**src/design/cbm_pkg.sv**
```systemverilog
// Package for the cartridge bank mapper: command codes, address decode
// constants, reset values and the types shared by the mapper modules.
// No dependencies.
`default_nettype none

package cbm_pkg;

  localparam int unsigned WORK_RAM_DEPTH_DEFAULT = 8192;

  typedef enum logic [1:0] {
    CMD_READ  = 2'd0,
    CMD_WRITE = 2'd1,
    CMD_TICK  = 2'd2,
    CMD_NONE  = 2'd3
  } cmd_t;

  // Register window decode values.
  localparam logic [15:0] READ_MASK    = 16'h7700;
  localparam logic [15:0] WRITE_MASK   = 16'h7300;
  localparam logic [15:0] REG_ID       = 16'h5000;
  localparam logic [15:0] REG_SECURITY = 16'h5100;
  localparam logic [15:0] REG_PROT     = 16'h5500;
  localparam logic [15:0] REG_LOW      = 16'h5000;
  localparam logic [15:0] REG_FORCE    = 16'h5100;
  localparam logic [15:0] REG_HIGH     = 16'h5200;
  localparam logic [15:0] REG_SEC_WR   = 16'h5300;
  localparam logic [15:0] REG_STROBE   = 16'h5101;

  localparam logic [7:0] ID_VALUE     = 8'h04;
  localparam logic [7:0] FORCE_VALUE  = 8'h06;
  localparam logic [7:0] FORCED_BANK  = 8'h03;
  localparam logic [8:0] LINE_UPPER   = 9'd128;
  localparam logic [8:0] LINE_LOWER   = 9'd240;

  // Reset values of the mapper state.
  localparam logic [3:0] LOW_NIBBLE_RST  = 4'hF;
  localparam logic [3:0] HIGH_NIBBLE_RST = 4'h0;
  localparam logic [7:0] PRG_BANK_RST    = 8'h00;

  typedef struct packed {
    cmd_t        cmd;
    logic [15:0] addr;
    logic [7:0]  write_data;
    logic [8:0]  scanline;
  } item_t;

  typedef struct packed {
    logic [7:0] read_data;
    logic [7:0] prg_bank;
    logic       chr_low_bank;
    logic       chr_high_bank;
  } result_t;

  function automatic logic in_reg_window(input logic [15:0] a);
    return a[15:12] == 4'h5;
  endfunction

  function automatic logic in_ram_window(input logic [15:0] a);
    return a[15:13] == 3'b011;
  endfunction

endpackage

`default_nettype wire

```
**src/design/cbm_regs.sv**
```systemverilog
// Mapper control state: bank nibbles, split mode, security byte, strobe and
// trigger flags, character bank selects, and the bus read decode.
// Depends on cbm_pkg.
`default_nettype none

module cbm_regs (
  input  wire logic            clk,
  input  wire logic            rst,
  input  wire logic            advance,
  input  wire cbm_pkg::item_t  item,
  input  wire logic [7:0]      ram_rdata,
  output cbm_pkg::result_t     result
);

  import cbm_pkg::*;

  logic [3:0] low_nibble, low_nibble_next;
  logic [3:0] high_nibble, high_nibble_next;
  logic       split_mode, split_mode_next;
  logic [7:0] prg_bank, prg_bank_next;
  logic [7:0] security, security_next;
  logic       trigger, trigger_next;
  logic       strobe_nz, strobe_nz_next;
  logic       chr_low, chr_low_next;
  logic       chr_high, chr_high_next;
  logic [7:0] read_data;
  logic       data_zero;

  assign data_zero = item.write_data == 8'h00;

  always_comb begin
    low_nibble_next  = low_nibble;
    high_nibble_next = high_nibble;
    split_mode_next  = split_mode;
    prg_bank_next    = prg_bank;
    security_next    = security;
    trigger_next     = trigger;
    strobe_nz_next   = strobe_nz;
    chr_low_next     = chr_low;
    chr_high_next    = chr_high;
    read_data        = 8'h00;

    unique case (item.cmd)
      CMD_READ: begin
        read_data = item.addr[15:8];
        if (in_reg_window(item.addr)) begin
          unique case (item.addr & READ_MASK)
            REG_ID:       read_data = ID_VALUE;
            REG_SECURITY: read_data = security;
            REG_PROT:     read_data = trigger ? security : 8'h00;
            default:      read_data = item.addr[15:8];
          endcase
        end else if (in_ram_window(item.addr)) begin
          read_data = ram_rdata;
        end
      end
      CMD_WRITE: begin
        if (item.addr == REG_STROBE) begin
          // A falling strobe (nonzero, then zero) flips the trigger.
          if (strobe_nz && data_zero) begin
            trigger_next = ~trigger;
          end
          strobe_nz_next = ~data_zero;
        end else if (in_reg_window(item.addr)) begin
          unique case (item.addr & WRITE_MASK)
            REG_LOW: begin
              low_nibble_next = item.write_data[3:0];
              split_mode_next = item.write_data[7];
              prg_bank_next   = {high_nibble, item.write_data[3:0]};
              if (!item.write_data[7]) begin
                chr_low_next  = 1'b0;
                chr_high_next = 1'b1;
              end
            end
            REG_FORCE: begin
              if (item.write_data == FORCE_VALUE) begin
                prg_bank_next = FORCED_BANK;
              end
            end
            REG_HIGH: begin
              high_nibble_next = item.write_data[3:0];
              prg_bank_next    = {item.write_data[3:0], low_nibble};
            end
            REG_SEC_WR: security_next = item.write_data;
            default: ;
          endcase
        end
      end
      CMD_TICK: begin
        if (split_mode) begin
          if (item.scanline == LINE_UPPER) begin
            chr_low_next  = 1'b1;
            chr_high_next = 1'b1;
          end else if (item.scanline == LINE_LOWER) begin
            chr_low_next  = 1'b0;
            chr_high_next = 1'b0;
          end
        end
      end
      CMD_NONE: ;
      default: ;
    endcase
  end

  always_ff @(posedge clk) begin
    if (rst) begin
      low_nibble  <= LOW_NIBBLE_RST;
      high_nibble <= HIGH_NIBBLE_RST;
      split_mode  <= 1'b1;
      prg_bank    <= PRG_BANK_RST;
      security    <= 8'h00;
      trigger     <= 1'b0;
      strobe_nz   <= 1'b1;
      chr_low     <= 1'b0;
      chr_high    <= 1'b1;
    end else if (advance) begin
      low_nibble  <= low_nibble_next;
      high_nibble <= high_nibble_next;
      split_mode  <= split_mode_next;
      prg_bank    <= prg_bank_next;
      security    <= security_next;
      trigger     <= trigger_next;
      strobe_nz   <= strobe_nz_next;
      chr_low     <= chr_low_next;
      chr_high    <= chr_high_next;
    end
  end

  assign result.read_data     = read_data;
  assign result.prg_bank      = prg_bank_next;
  assign result.chr_low_bank  = chr_low_next;
  assign result.chr_high_bank = chr_high_next;

endmodule

`default_nettype wire

```
**config.mk**
```make
export PLATFORM = sky130hd
export DESIGN_NAME = cbm_regs
export DESIGN_NICKNAME = d
export VERILOG_FILES = /design/src/design/cbm_pkg.sv /design/src/design/cbm_regs.sv
export SDC_FILE = /design/constraint.sdc
export NUM_CORES = 1
export LEC_CHECK = 0
export ABC_AREA = 1
export BUFFER_PORTS_ARGS = -buffer_cell sky130_fd_sc_hd__buf_2
export CAP_MARGIN = 20
export CORE_ASPECT_RATIO = 0.9
export CORE_MARGIN = 2
export CORE_UTILIZATION = 30
export DETAILED_ROUTE_END_ITERATION = 16
export PLACE_DENSITY = 0.63
export RECOVER_POWER = 50
export SLEW_MARGIN = 20
export SYNTH_ARGS = -nofsm -noshare
export SYNTH_HDL_FRONTEND = slang
export SYNTH_SLANG_ARGS = --single-unit
```
**constraint.sdc**
```tcl
create_clock -name clk -period 3.3 [get_ports clk]
set_clock_uncertainty 0.15 [all_clocks]
set_input_delay 0.33 -clock clk [delete_from_list [all_inputs] [get_ports clk]]
set_output_delay 0.33 -clock clk [all_outputs]
set_load 0.005 [all_outputs]
```
After elaboration in Yosys (flattened, before gate mapping)
Cells that the tools add are included.
{ "op_classes": {"n_eq_ne": 15, "muxes": 26, "n_bitwise": 3, "reduce_logical": 8} }
{ "op_table": {"columns": ["cell", "n"], "rows": [
  ["$mux 8", 8],
  ["$pmux 8 s3", 2],
  ["$eq 5x5->1 const B", 4],
  ["$eq 6x6->1 const B", 3],
  ["$eq 9x8->1 const B", 2],
  ["$eq 16x15->1 const B", 1],
  ["$reduce_and 5->1", 3],
  ["$mux 1", 14],
  ["$eq 8x3->1 const B", 1],
  ["$logic_not 8->1", 1],
  ["$eq 4x3->1 const B", 1],
  ["$pmux 1 s2", 2],
  ["$reduce_and 4->1", 1],
  ["$eq 3x2->1 const B", 1],
  ["$not 1->1", 3],
  ["$reduce_and 3->1", 1],
  ["$eq 2x1->1 const B", 1],
  ["$eq 2x2->1 const B", 1],
  ["$logic_not 2->1", 1],
  ["$logic_and 1x1->1", 1]
]} }
{ "totals": {"ff_bits": 29, "in_bits": 46, "out_inout_bits": 18, "elab_cells": 61} }

Logic depth before layout (Yosys ltp)
{ "depth": {"ltp_word": 6, "depth_mapped": 12} }

Worst setup path after synthesis
OpenSTA, ideal clock, no wires.
{ "synth_timing": {"kind": "input to output", "start": "input item[29] in the netlist's numbering", "end": "output result[0] in the netlist's numbering", "t_arrival_ps": 1342, "slack_ps": 1478, "stages": 10, "path_cell_list": "inv_1 nor2_2 nand2_1 nor2_1 buf_4 nand2_1 nand2_1 nand2_1 a31oi_1 buf_4"} }
{ "synth_between": {"elab_chain_cells": 5} }
{ "synth_rtl": {"columns": ["element", "line", "source"], "rows": [
  ["from (decl)", "cbm_regs.sv:10", "input wire cbm_pkg::item_t item,"],
  ["$eq 5x5->1", "cbm_regs.sv:65", "unique case (item.addr & WRITE_MASK)"],
  ["$mux 1", "cbm_regs.sv:65", null],
  ["$mux 1", "cbm_regs.sv:64", "end else if (in_reg_window(item.addr)) begin"],
  ["$mux 1 *", "cbm_regs.sv:58", "if (item.addr == REG_STROBE) begin"],
  ["$pmux 1 s2 *", "cbm_regs.sv:43", "unique case (item.cmd)"],
  ["to (decl)", "cbm_regs.sv:12", "output cbm_pkg::result_t result"]
]} }
Every way passes the cells marked *; elsewhere a longest branch is shown, timed or not.

==> reports/results.ini <==
[routing]
drtIter0Drc = 99
wl_per_cell_um = 10.71
wl_um = 5462
antenna_left = 0
drc = 0
drt_first_pass_iters = 4
vias_per_cell = 4.522
vias = 2306

[pwr]
p_clk_frac = 0.429
p_leak_nw = 1.348
p_switching_uw = 227.3
p_per_area_nw_per_um2 = 350.6
ir_drop_uv = 137.5
switching_share = 0.2550
seqPwrFrac = 0.407
p_comb_frac = 0.164
p_int_uw = 664.1
finalPower_uw = 891.4

[floorplan]
die_x_um = 91.79
chipHeight_um = 83.01
start_util = 0.3126
die_area_um2 = 7619
rows = 28
ios = 64
coreArea_um2 = 6656

[synth]
synthArstFlopShare = 0
yosysTopAreaCell = dfxtp_1
syn_avg_cell_area_um2 = 5.845
yosysSeqAreaShare = 0.2790
synthesis.instances = 356
synth_most_common_cell = nand2_1
yosysTopAreaCellShare = 0.2790
dominantRegCellSynth = dfxtp_1
syn-num-nets = 405
yosysWarnings = 0
synth_edf_count = 0
synth_cell_type_count = 27
netlist_area_um2 = 2081
synthTopCellsByCount = nand2_1, inv_1, nor2_1, dfxtp_1, nand3_1
synth.area.top_cells = dfxtp_1, nand2_1, inv_1
synth-seq-cells = 29

[worst_hold_path]
hold_class = in2reg

[global_routing]
grt_remaining_overflow = 0
grt_pass1_vias = 2172
track_usage = 0.1484
grt_pass1_wl_um = 9480
antenna_found_initial = 0
grt_max_degree = 22

[clocking]
tritoncts = built
cts_buffers = 5
ctsHoldBuffers = 0
cts_setup_buffers = 0
clock_latency_ns = 0.28
htreeDepth = 2
post_cts_resized = 0
cts.sinks = 29
path_clk_slew_ns = 0.06
clock-root-buffer = clkbuf_8
cts_buffer_depth = 2

[setup_path]
cp-end-kind = output port
cp-start-kind = input port
arrival_ns = 2.15
crit_required_ns = 2.82
cp_max_fo = 9
crit_type = in2out

[timing]
setup_slack_ns = 0.6687
fin_crit_ns = 2.631
maxSlewHeadroom = 0.6255
tns_ns = 0
finalSetupViolCount = 0
period_share = 0.7974
maxSlewViolCount = 0
worstMarginPinSlew_ns = 0.5602
hold_violations = 0
fmax_mhz = 380.0
rsz0062_at_grt = false

[run_status]
status = finished clean

[layout]
fillers = 760
diodes = 0
drive_gt1_frac = 0.1952
nets = 468
syn2layout_area_growth_pct = 22.19
post-route-util = 0.3820

[placement]
portBuffers = 63
gp_congestion = 0.8730
dpl_worst_slack_ns = 1.133
dpl.hpwl_um = 4278

[flow_run]
cap_violations = 0

[per-layer routing]
metal  global-route usage  routed length (µm)  up-vias  part of all wire
met2               0.2346                2227       66              0.41
li1                     -                   -     1243                 -
met1               0.1963                2770      988              0.51
met3              0.03902                 372        9             0.068
met5                    0                   0        -                 0
met4              0.04885                  92        0             0.017
[layout by cell type (no fill, tap or decap), drive strengths merged]
master      n
o211ai      4
inv        54
nor3        4
nor2       50
clkbuf      8
a21oi      20
nand3      33
buf        63
clkinvlp    1
and3        1
ha          3
dfxtp      29
nand2     119
o21ai      26
o22ai       1
o221ai      1
a31oi       2
bufinv      1
[path summary, 6_finish.rpt]
check | cells after the start | end | slack, ns | startpoint
min | 3 | split_mode | 0.16 | item[16]
max reg2reg | 9 | chr_low | 2.01 | split_mode
min reg2reg | 2 | high_nibble[0] | 0.30 | high_nibble[0]
max | 10 | result[8] | 0.67 | item[31]
[metrics by stage]
stage / instances / cell area (µm²) / hold slack, ns
2_1_floorplan: 356 / 2081 / 0.2733
3_3_place_gp: 502 / 2466 / 0.2841
3_5_place_dp: 502 / 2466 / 0.2942
4_1_cts: 510 / 2582 / 0.1605
5_1_grt: 510 / 2542 / 0.2005
6_report: 510 / 2542 / 0.1624
[flip-flops by register name, indices dropped and copies added, names as in the netlist]
name	flops
prg_bank	8
security	8
high_nibble	4
low_nibble	4
chr_high	1
chr_low	1
split_mode	1
strobe_nz	1
trigger	1
[area by class of cell]
cell class	count	area, µm²	share of cell area
Timing Repair Buffer	64	321.6	0.1265
Multi-Input combinational cell	264	1204	0.4734
Tap cell	90	112.6	0.04429
Clock buffer	7	86.33	0.03396
Inverter	55	207.7	0.08169
Sequential cell	29	580.6	0.2283
Clock inverter	1	30.03	0.01181
[power by group through the flow]
| stage | Sequential (mW) | Clock, mW | Combinational, mW |
|---|---|---|---|
| 2_1_floorplan | 0.370 | 0 | 0.0898 |
| 3_3_place_gp | 0.370 | 0 | 0.149 |
| 3_5_place_dp | 0.371 | 0 | 0.149 |
| 4_1_cts | 0.363 | 0.394 | 0.150 |
| 5_1_grt | 0.363 | 0.409 | 0.169 |
| 6_report | 0.363 | 0.383 | 0.146 |
[worst max-delay path: stages]
cell,delay [ns]
buf_2,0.14
inv_2,0.10
nor2_1,0.06
nand2_1,0.33
clkinvlp_2,0.46
nand3_4,0.24
nand3_2,0.17
nand2_1,0.13
nand2_1,0.06
buf_2,0.12
[logic make-up after synthesis]
logic type	synth area share
adder cells (fa/ha/maj)	0.01804
AND/OR/NAND/NOR	0.4353
AO/OA/AOI/OAI	0.1419
flip-flops	0.2790
buffers and inverters	0.1257
Note: power is estimated with default switching activity, not from simulation.
